## src/sv/med_pkg.sv

```systemverilog
package med_pkg;

    typedef enum logic [2:0] {
        PH_START = 3'd0,
        PH_TEXT  = 3'd1,
        PH_ESC   = 3'd2,
        PH_OCT   = 3'd3,
        PH_TRAIL = 3'd4,
        PH_ERR   = 3'd5
    } phase_t;

    localparam logic [1:0] ST_BYTE  = 2'd0;
    localparam logic [1:0] ST_OK    = 2'd1;
    localparam logic [1:0] ST_ERROR = 2'd2;

    localparam int MAX_RESULTS    = 3;
    localparam int MAX_OCT_DIGITS = 3;
    localparam int RESQ_DEPTH     = 4;
    localparam int RESQ_AW        = $clog2(RESQ_DEPTH);
    localparam int RESQ_CW        = $clog2(RESQ_DEPTH + 1);

    localparam logic [7:0] CH_NUL    = 8'h00;
    localparam logic [7:0] CH_BSLASH = 8'h5C;
    localparam logic [7:0] CH_ZERO   = 8'h30;
    localparam logic [7:0] CH_SEVEN  = 8'h37;
    localparam logic [7:0] CH_SPACE  = 8'h20;
    localparam logic [7:0] CH_HT     = 8'h09;
    localparam logic [7:0] CH_CR     = 8'h0D;

    typedef struct packed {
        logic [7:0] out_byte;
        logic [1:0] status;
        logic       run_last;
    } result_t;

    // Results caused by one input byte, in order, slot 0 first
    typedef struct packed {
        logic [1:0]    count;
        result_t [2:0] res;
    } result_grp_t;

    function automatic logic is_octal(input logic [7:0] b);
        return (b >= CH_ZERO) && (b <= CH_SEVEN);
    endfunction

    function automatic logic is_blank(input logic [7:0] b);
        return (b == CH_SPACE) || ((b >= CH_HT) && (b <= CH_CR));
    endfunction

    function automatic logic [7:0] esc_map(input logic [7:0] b);
        logic [7:0] r;
        unique case (b)
            8'h6E:   r = 8'h0A; // n
            8'h74:   r = 8'h09; // t
            8'h76:   r = 8'h0B; // v
            8'h62:   r = 8'h08; // b
            8'h72:   r = 8'h0D; // r
            8'h66:   r = 8'h0C; // f
            default: r = b;
        endcase
        return r;
    endfunction

endpackage

```

## src/sv/med_ifs.sv

```systemverilog
interface med_in_if;
    logic       valid;
    logic       ready;
    logic [7:0] in_byte;
    logic       is_final;

    modport source (output valid, output in_byte, output is_final, input ready);
    modport sink (input valid, input in_byte, input is_final, output ready);
endinterface

interface med_out_if;
    logic       valid;
    logic       ready;
    logic [7:0] out_byte;
    logic [1:0] status;
    logic       run_last;

    modport source (output valid, output out_byte, output status, output run_last,
                    input ready);
    modport sink (input valid, input out_byte, input status, input run_last,
                  output ready);
endinterface

interface med_cfg_if;
    logic       valid;
    logic       ready;
    logic [7:0] quote_char;

    modport source (output valid, output quote_char, input ready);
    modport sink (input valid, input quote_char, output ready);
endinterface

```

## src/sv/med_step.sv

```systemverilog
module med_step
    import med_pkg::*;
(
    input  logic        clk,
    input  logic        rst_n,
    input  logic        accept,
    input  logic [7:0]  in_byte,
    input  logic        is_final,
    input  logic [7:0]  quote_char,
    output result_grp_t grp
);

    phase_t     phase_reg, phase_next;
    logic [8:0] oval_reg, oval_next;
    logic [1:0] odig_reg, odig_next;
    logic       inq_reg, inq_next;

    always_ff @(posedge clk or negedge rst_n)
    begin
        if (!rst_n)
        begin
            phase_reg <= PH_START;
            oval_reg  <= '0;
            odig_reg  <= '0;
            inq_reg   <= 1'b0;
        end
        else if (accept)
        begin
            phase_reg <= phase_next;
            oval_reg  <= oval_next;
            odig_reg  <= odig_next;
            inq_reg   <= inq_next;
        end
    end

    always_comb
    begin
        result_t [3:0] res;
        logic [1:0]    n;
        logic          do_text;
        logic          close_oct;
        logic          text_after;
        logic [7:0]    okv;
        logic [1:0]    st;

        phase_next = phase_reg;
        oval_next  = oval_reg;
        odig_next  = odig_reg;
        inq_next   = inq_reg;
        res        = '0;
        n          = '0;
        do_text    = 1'b0;
        close_oct  = 1'b0;
        text_after = 1'b0;
        okv        = '0;
        st         = ST_ERROR;

        unique case (phase_reg)
            PH_START:
            begin
                inq_next   = 1'b0;
                phase_next = PH_TEXT;
                if ((quote_char != CH_NUL) && (in_byte == quote_char))
                    inq_next = 1'b1;
                else
                    do_text = 1'b1;
            end
            PH_TEXT:
                do_text = 1'b1;
            PH_ESC:
            begin
                if (is_octal(in_byte))
                begin
                    oval_next  = {6'd0, in_byte[2:0]};
                    odig_next  = 2'd1;
                    phase_next = PH_OCT;
                end
                else if (in_byte == CH_NUL)
                    phase_next = PH_ERR;
                else
                begin
                    res[n] = '{out_byte: esc_map(in_byte), status: ST_BYTE, run_last: 1'b0};
                    n = n + 2'd1;
                    phase_next = PH_TEXT;
                end
            end
            PH_OCT:
            begin
                if (is_octal(in_byte) && (odig_reg < 2'(MAX_OCT_DIGITS)))
                begin
                    oval_next = {oval_reg[5:0], in_byte[2:0]};
                    odig_next = odig_reg + 2'd1;
                    if (odig_next == 2'(MAX_OCT_DIGITS))
                        close_oct = 1'b1;
                end
                else
                begin
                    close_oct  = 1'b1;
                    text_after = 1'b1;
                end
            end
            PH_TRAIL:
            begin
                if (!is_blank(in_byte))
                    phase_next = PH_ERR;
            end
            default:
                phase_next = PH_ERR;
        endcase

        // End the octal run: a zero byte is an error, anything else is emitted
        if (close_oct)
        begin
            okv       = oval_next[7:0];
            oval_next = '0;
            odig_next = '0;
            if (okv == CH_NUL)
                phase_next = PH_ERR;
            else
            begin
                res[n] = '{out_byte: okv, status: ST_BYTE, run_last: 1'b0};
                n = n + 2'd1;
                phase_next = PH_TEXT;
            end
        end

        // The byte that ended an octal run is then taken as plain text
        if (text_after && (phase_next == PH_TEXT))
            do_text = 1'b1;

        if (do_text)
        begin
            if (inq_next && (quote_char != CH_NUL) && (in_byte == quote_char))
                phase_next = PH_TRAIL;
            else if (in_byte == CH_NUL)
                phase_next = PH_ERR;
            else if (in_byte == CH_BSLASH)
                phase_next = PH_ESC;
            else
            begin
                res[n] = '{out_byte: in_byte, status: ST_BYTE, run_last: 1'b0};
                n = n + 2'd1;
            end
        end

        if (is_final)
        begin
            if (phase_next == PH_OCT)
            begin
                okv = oval_next[7:0];
                if (okv == CH_NUL)
                    phase_next = PH_ERR;
                else
                begin
                    res[n] = '{out_byte: okv, status: ST_BYTE, run_last: 1'b0};
                    n = n + 2'd1;
                    phase_next = PH_TEXT;
                end
            end
            if (phase_next == PH_TEXT)
                st = inq_next ? ST_ERROR : ST_OK;
            else if (phase_next == PH_TRAIL)
                st = ST_OK;
            else
                st = ST_ERROR;
            res[n] = '{out_byte: CH_NUL, status: st, run_last: 1'b0};
            n = n + 2'd1;
            phase_next = PH_START;
            oval_next  = '0;
            odig_next  = '0;
            inq_next   = 1'b0;
        end

        if (n != 2'd0)
            res[n - 2'd1].run_last = 1'b1;

        grp.count = n;
        grp.res   = res[2:0];
    end

endmodule

```

## src/sv/med_resq.sv

```systemverilog
module med_resq
    import med_pkg::*;
(
    input  logic        clk,
    input  logic        rst_n,
    input  logic        push,
    input  result_grp_t grp,
    output logic        space,
    output logic        head_valid,
    input  logic        head_ready,
    output result_t     head
);

    result_t              mem [RESQ_DEPTH];
    logic [RESQ_CW-1:0]   count_reg, count_next;
    logic [RESQ_AW-1:0]   rd_ptr_reg, wr_ptr_reg;
    logic [RESQ_CW-1:0]   push_cnt;
    logic                 pop;

    assign pop        = (count_reg != '0) && head_ready;
    assign push_cnt   = push ? RESQ_CW'(grp.count) : '0;
    assign count_next = count_reg + push_cnt - RESQ_CW'(pop);
    // Room for the largest group whatever the sink does this cycle
    assign space      = count_reg <= RESQ_CW'(RESQ_DEPTH - MAX_RESULTS);
    assign head_valid = count_reg != '0;
    assign head       = mem[rd_ptr_reg];

    always_ff @(posedge clk or negedge rst_n)
    begin
        if (!rst_n)
        begin
            count_reg  <= '0;
            rd_ptr_reg <= '0;
            wr_ptr_reg <= '0;
        end
        else
        begin
            count_reg  <= count_next;
            rd_ptr_reg <= rd_ptr_reg + RESQ_AW'(pop);
            wr_ptr_reg <= wr_ptr_reg + RESQ_AW'(push_cnt);
        end
    end

    always_ff @(posedge clk)
    begin
        for (int i = 0; i < MAX_RESULTS; i++)
        begin
            if (push && (i < int'(grp.count)))
                mem[wr_ptr_reg + RESQ_AW'(i)] <= grp.res[i];
        end
    end

endmodule

```

## src/sv/message_escape_decoder.sv

```systemverilog
// C-style escape decoder for message text. One raw byte is taken per transfer on in_ch,
// with is_final on the last byte of a message; decoded bytes leave on out_ch with status 0,
// and every message closes with one status result, 1 for ok or 2 for error (after an error
// the bytes already sent belong to a message that must be dropped). Each byte updates the
// decoder state in the cycle it is taken and its results (none to three) go into a 4-entry
// result queue that drives out_ch; a new byte is taken whenever the queue holds at most one
// result, so one byte per cycle is sustained while each byte gives at most one result and the
// receiver is ready on out_ch, and the single output port, one result per cycle, sets the pace
// otherwise. quote_char is written on cfg and is applied from the next byte on.
module message_escape_decoder
    import med_pkg::*;
(
    input  logic      clk,
    input  logic      rst_n,
    med_in_if.sink    in_ch,
    med_out_if.source out_ch,
    med_cfg_if.sink   cfg
);

    logic        [7:0] quote_reg;
    logic              accept;
    logic              space;
    result_grp_t       grp;
    result_t           head;

    assign cfg.ready   = 1'b1;
    assign in_ch.ready = space;
    assign accept      = in_ch.valid && space;

    always_ff @(posedge clk or negedge rst_n)
    begin
        if (!rst_n)
            quote_reg <= '0;
        else if (cfg.valid)
            quote_reg <= cfg.quote_char;
    end

    med_step u_step (
        .clk        (clk),
        .rst_n      (rst_n),
        .accept     (accept),
        .in_byte    (in_ch.in_byte),
        .is_final   (in_ch.is_final),
        .quote_char (quote_reg),
        .grp        (grp)
    );

    med_resq u_resq (
        .clk        (clk),
        .rst_n      (rst_n),
        .push       (accept),
        .grp        (grp),
        .space      (space),
        .head_valid (out_ch.valid),
        .head_ready (out_ch.ready),
        .head       (head)
    );

    assign out_ch.out_byte = head.out_byte;
    assign out_ch.status   = head.status;
    assign out_ch.run_last = head.run_last;

endmodule

```

## src/flat_wrapper.sv

```systemverilog
// flat-port wrapper written by rule: the top's interface ports become plain ports
module message_escape_decoder_flat import med_pkg::*;
  (clk, rst_n, in_ch_valid, in_ch_in_byte, in_ch_is_final, in_ch_ready, out_ch_valid, out_ch_out_byte, out_ch_status, out_ch_run_last, out_ch_ready, cfg_valid, cfg_quote_char, cfg_ready);
  med_in_if in_ch_i ();
  med_out_if out_ch_i ();
  med_cfg_if cfg_i ();
  input  logic clk;
  input  logic rst_n;
  input wire logic [$bits(in_ch_i.valid)-1:0] in_ch_valid;
  input wire logic [$bits(in_ch_i.in_byte)-1:0] in_ch_in_byte;
  input wire logic [$bits(in_ch_i.is_final)-1:0] in_ch_is_final;
  output wire logic [$bits(in_ch_i.ready)-1:0] in_ch_ready;
  output wire logic [$bits(out_ch_i.valid)-1:0] out_ch_valid;
  output wire logic [$bits(out_ch_i.out_byte)-1:0] out_ch_out_byte;
  output wire logic [$bits(out_ch_i.status)-1:0] out_ch_status;
  output wire logic [$bits(out_ch_i.run_last)-1:0] out_ch_run_last;
  input wire logic [$bits(out_ch_i.ready)-1:0] out_ch_ready;
  input wire logic [$bits(cfg_i.valid)-1:0] cfg_valid;
  input wire logic [$bits(cfg_i.quote_char)-1:0] cfg_quote_char;
  output wire logic [$bits(cfg_i.ready)-1:0] cfg_ready;
  assign in_ch_i.valid = in_ch_valid;
  assign in_ch_i.in_byte = in_ch_in_byte;
  assign in_ch_i.is_final = in_ch_is_final;
  assign in_ch_ready = in_ch_i.ready;
  assign out_ch_valid = out_ch_i.valid;
  assign out_ch_out_byte = out_ch_i.out_byte;
  assign out_ch_status = out_ch_i.status;
  assign out_ch_run_last = out_ch_i.run_last;
  assign out_ch_i.ready = out_ch_ready;
  assign cfg_i.valid = cfg_valid;
  assign cfg_i.quote_char = cfg_quote_char;
  assign cfg_ready = cfg_i.ready;
  message_escape_decoder u_core (.clk(clk), .rst_n(rst_n), .in_ch(in_ch_i), .out_ch(out_ch_i), .cfg(cfg_i));
endmodule
```

## config.mk

```make
export PLATFORM = sky130hd
export DESIGN_NAME = message_escape_decoder_flat
export DESIGN_NICKNAME = d
export VERILOG_FILES = /design/src/sv/med_pkg.sv /design/src/sv/med_ifs.sv /design/src/sv/med_step.sv /design/src/sv/med_resq.sv /design/src/sv/message_escape_decoder.sv /design/src/flat_wrapper.sv
export SDC_FILE = /design/constraint.sdc
export NUM_CORES = 1
export LEC_CHECK = 0
export ABC_CLOCK_PERIOD_IN_PS = 5450
export BUFFER_PORTS_ARGS = -buffer_cell sky130_fd_sc_hd__buf_4
export CAP_MARGIN = 20
export CORE_MARGIN = 5
export CORE_UTILIZATION = 45
export CTS_BUF_LIST = sky130_fd_sc_hd__clkbuf_8
export CTS_CLUSTER_DIAMETER = 40
export DETAILED_ROUTE_END_ITERATION = 10
export SLEW_MARGIN = 15
export SYNTH_ARGS = -nofsm -noshare
export SYNTH_HDL_FRONTEND = slang
export SYNTH_SLANG_ARGS = --single-unit
export TNS_END_PERCENT = 5
```

## constraint.sdc

```tcl
create_clock -name clk -period 5.45 [get_ports clk]
set_input_delay 0.2725 -clock clk [delete_from_list [all_inputs] [get_ports clk]]
set_output_delay 0.2725 -clock clk [all_outputs]
set_load 0.005 [all_outputs]
```

==> summary.md <==
| Metric | Value |
|---|---|
| Syn Std Cell Area | 5639 um2 |
| Count leader, synth | nand2_1 |
| Port Buffers | 34 |
| Largest cells by area after synthesis | edfxtp_1 (23%), dfrtp_1 (13%), mux2i_1 (8.0%), mux4_2 (4.4%), ha_1 (3.8%) |
| Xor-xnor portion of the synthesized cell area | 2.308% |
| # fillers | 1137 |
| Largest family of logic cells by synthesized area | compound AO/OA/AOI/OAI gates |
| Rel. slew slack | 38.55% |
| DRC | 0 |
| Final Cell Area | 6385 um2 |
| Total via count in the routed design | 4823 |
| Initial core utilization | 46.37% |
| Synthesis-to-layout area growth | 13.22% |
| Post-Syn Nets | 615 |
| Clock share of power | 24.5% |
| Yosys reg bits | 73 |
| Fin. Hold Viols | 0 |
| CTS H-Tree Depth | 3 |
| Crit. End Element | flip-flop |
| F_max | 190.6 MHz |
| Switching Power | 0.0007518 W |
| Synth area leader | edfxtp_1 |
| Congestion Overflow GR | 0 |
| CTS tree | yes |
| Cell Rows | 40 |
| HPWL Detailed | 12170 um |
| Placed instance area | 6073 um2 |
| Most common library cells after synthesis | nand2_1 (49), mux2i_1 (45), edfxtp_1 (44) |
| Initial antenna violation count | 0 |
| WP data required | 5.54 ns |
| Area of the multi-input gates | 3347 um2 |
| Largest net degree at the start of global routing | 32 |
| Critical path type | flip-flop to flip-flop |
| Wire length per cell | 20.50 um |
| Synth Area in Compound Gates | 18.62% |
| Sw Share | 35.25% |
| Final worst setup slack | 0.2030 ns |
| Share of cells above drive strength 1 | 21.31% |
| Placer Congestion | 0.9418 |
| Post-Syn Instances | 575 |
| Root Driver | clkbuf_8 |
| Peak fanout along the critical path | 7 |
| Max VDD drop | 0.2882 mV |
| Yosys cell types | 77 |
| P_int | 0.001381 W |
| Min-Delay Path Class | primary input to flip-flop |
| Yosys warnings | 0 |
| First-pass GRT wire length | 25390 um |
| Post-synth ARST share | 39.73% |
| Worst setup SP type | flip-flop |
| Comb pwr share | 37.5% |
| Leakage | 2.624 nW |
| Power per cell area | 334.0 nW/um2 |
| GRT Overall Usage | 22.15% |
| Part of the cycle the worst path needs | 96.27% |
| Sequential power share | 38.0% |
| Die Height | 121.9 um |
| Worst-path clk slew | 0.08 ns |
| Core area | 12160 um2 |
| Setup violations, final | 0 |
| 1st-pass router iterations | 5 |
| Synthesized area per cell | 9.807 um2 |
| Slew @ Worst Pin | 0.9196 ns |
| Adder-Cell Fraction of Synth Area | 4.127% |
| CTS sink cnt | 73 |
| DIE WIDTH | 121.9 um |
| Tot Pwr | 0.002133 W |
| Critical path arrival | 5.34 ns |
| Largest register FFs | 44 |
| Setup WS pre-CTS | 0.07294 ns |
| Sequential-to-total area share from yosys stat | 36.30% |
| Clk Latency, worst-skew pair | 0.38 ns |
| Vias in the first global route | 4634 |
| Initial DRC Count | 541 |
| Clk_skew | 0.01547 ns |
| Tmin final | 5.247 ns |
| Hold_ws | 0.1253 ns |
| EDFF count, synth | 44 |
| # Max-Cap Violations | 0 |
| Drt total wl | 15950 um |
| CTS Buf Count | 9 |
| Post-route ant nets | 0 |
| Die Footprint | 14870 um2 |
| I/O pins | 36 |
| Seq. cell area | 2047 um2 |
| Top cell type's share of synthesized area | 23.43% |
| Via density | 6.199 |
| Outcome | completed |
| Deepest clock path buffer count | 2 |
| Post-Synth Simple-Gate Area | 17.77% |
| Slew Limit Fails | 0 |
| Final net count | 645 |
| Mux cell area share after synthesis | 15.38% |
| TNS Setup | 0 ns |
| Ys flop type | edfxtp_1 |
| Ant diodes | 0 |
-- placed cells by master (no fill, tap or decap), types with 15 or more instances in the layout --
cell / n
nand3_1: 18
nand2_1: 47
o21ai_0: 27
edfxtp_1: 44
mux2_2: 15
a22o_1: 16
a21oi_1: 22
nor2_1: 43
buf_4: 59
inv_1: 21
mux2i_1: 45
dfrtp_1: 29
ha_1: 16
-- routing by layer --
layer	part of all wire (%)	GRT usage, %	wire, um	up-vias
met1	43	30.17	6844	2336
met4	2.8	8.964	440	0
met2	47	34.77	7461	215
met5	0	0	0	-
met3	7.5	4.225	1199	30
li1	-	-	-	2242
-- kinds of logic after synthesis --
group                    after synthesis
AND/OR/NAND/NOR                      191
AO/OA/AOI/OAI                        144
flip-flops                            73
multiplexers                          71
buffers and inverters                 63
adder cells (fa/ha/maj)               18
XOR/XNOR                              14
other                                  1
-- worst max-delay path: stages, from the launching register on --
cell and delay [ns]:
dfrtp_1 0.40, ha_2 0.22, nand2_1 0.11, a311o_1 0.37, a222oi_1 0.46, nand3_1 0.19
ha_1 0.33, a32o_1 0.25, ha_1 0.33, nor2_1 0.15, a21oi_2 0.07, ha_1 0.27
nand2_1 0.05, a21boi_2 0.16, ha_1 0.30, nand2_1 0.24, and3_1 0.35, o21ai_0 0.49
a22oi_1 0.20
-- layout make-up --
| type | count | share of cell area, % |
|---|---|---|
| Clock buffer | 9 | 1.940 |
| Inverter | 21 | 1.274 |
| Timing Repair Buffer | 61 | 7.270 |
| Sequential cell | 73 | 32.06 |
| Multi-Input combinational cell | 439 | 52.42 |
| Tap cell | 168 | 3.292 |
| Clock inverter | 7 | 1.744 |
-- power by group through the flow --
stage	combinational, W	clock [W]	sequential (W)
finish	0.000800	0.000522	0.000810
CTS	0.000782	0.000534	0.000814
global route	0.000878	0.000558	0.000828
global placement	0.000771	0	0.000819
floorplan	0.000574	0	0.000748
detailed placement	0.000778	0	0.000826
-- what timing repair did --
item | 4_1_cts | 5_1_grt
setup endpoints to repair | 0 | 89
setup buffers | 0 | 2
resized for setup | 0 | 12
hold endpoints to repair | 29 | 0
hold buffers | 1 | 0
-- worst paths after layout --
| check | startpoint | to | slack, ns | cells past startpoint |
|---|---|---|---|---|
| worst max register to register | u_core.u_step.odig_reg[1] | u_core.u_resq.mem[2][5] | 0.20 | 18 |
| worst min-delay path | cfg_quote_char[0] | u_core.quote_reg[0] | 0.13 | 2 |
| worst max-delay path | u_core.u_step.odig_reg[1] | u_core.u_resq.mem[2][5] | 0.20 | 18 |
| worst min register to register | u_core.u_resq.count_reg[0] | u_core.u_resq.count_reg[0] | 0.49 | 1 |
| min in group asynchronous | rst_n | u_core.quote_reg[4] | 0.36 | 2 |
| max in group asynchronous | rst_n | u_core.u_step.oval_reg[6] | 4.80 | 2 |
-- per-stage QoR --
step,util (%),instances
after floorplan,-,575
after global placement,49.94,758
after detailed placement,49.94,758
after CTS,51.95,775
after global routing,52.50,778
final,52.50,778
Note: power is estimated with default switching activity, not from simulation.
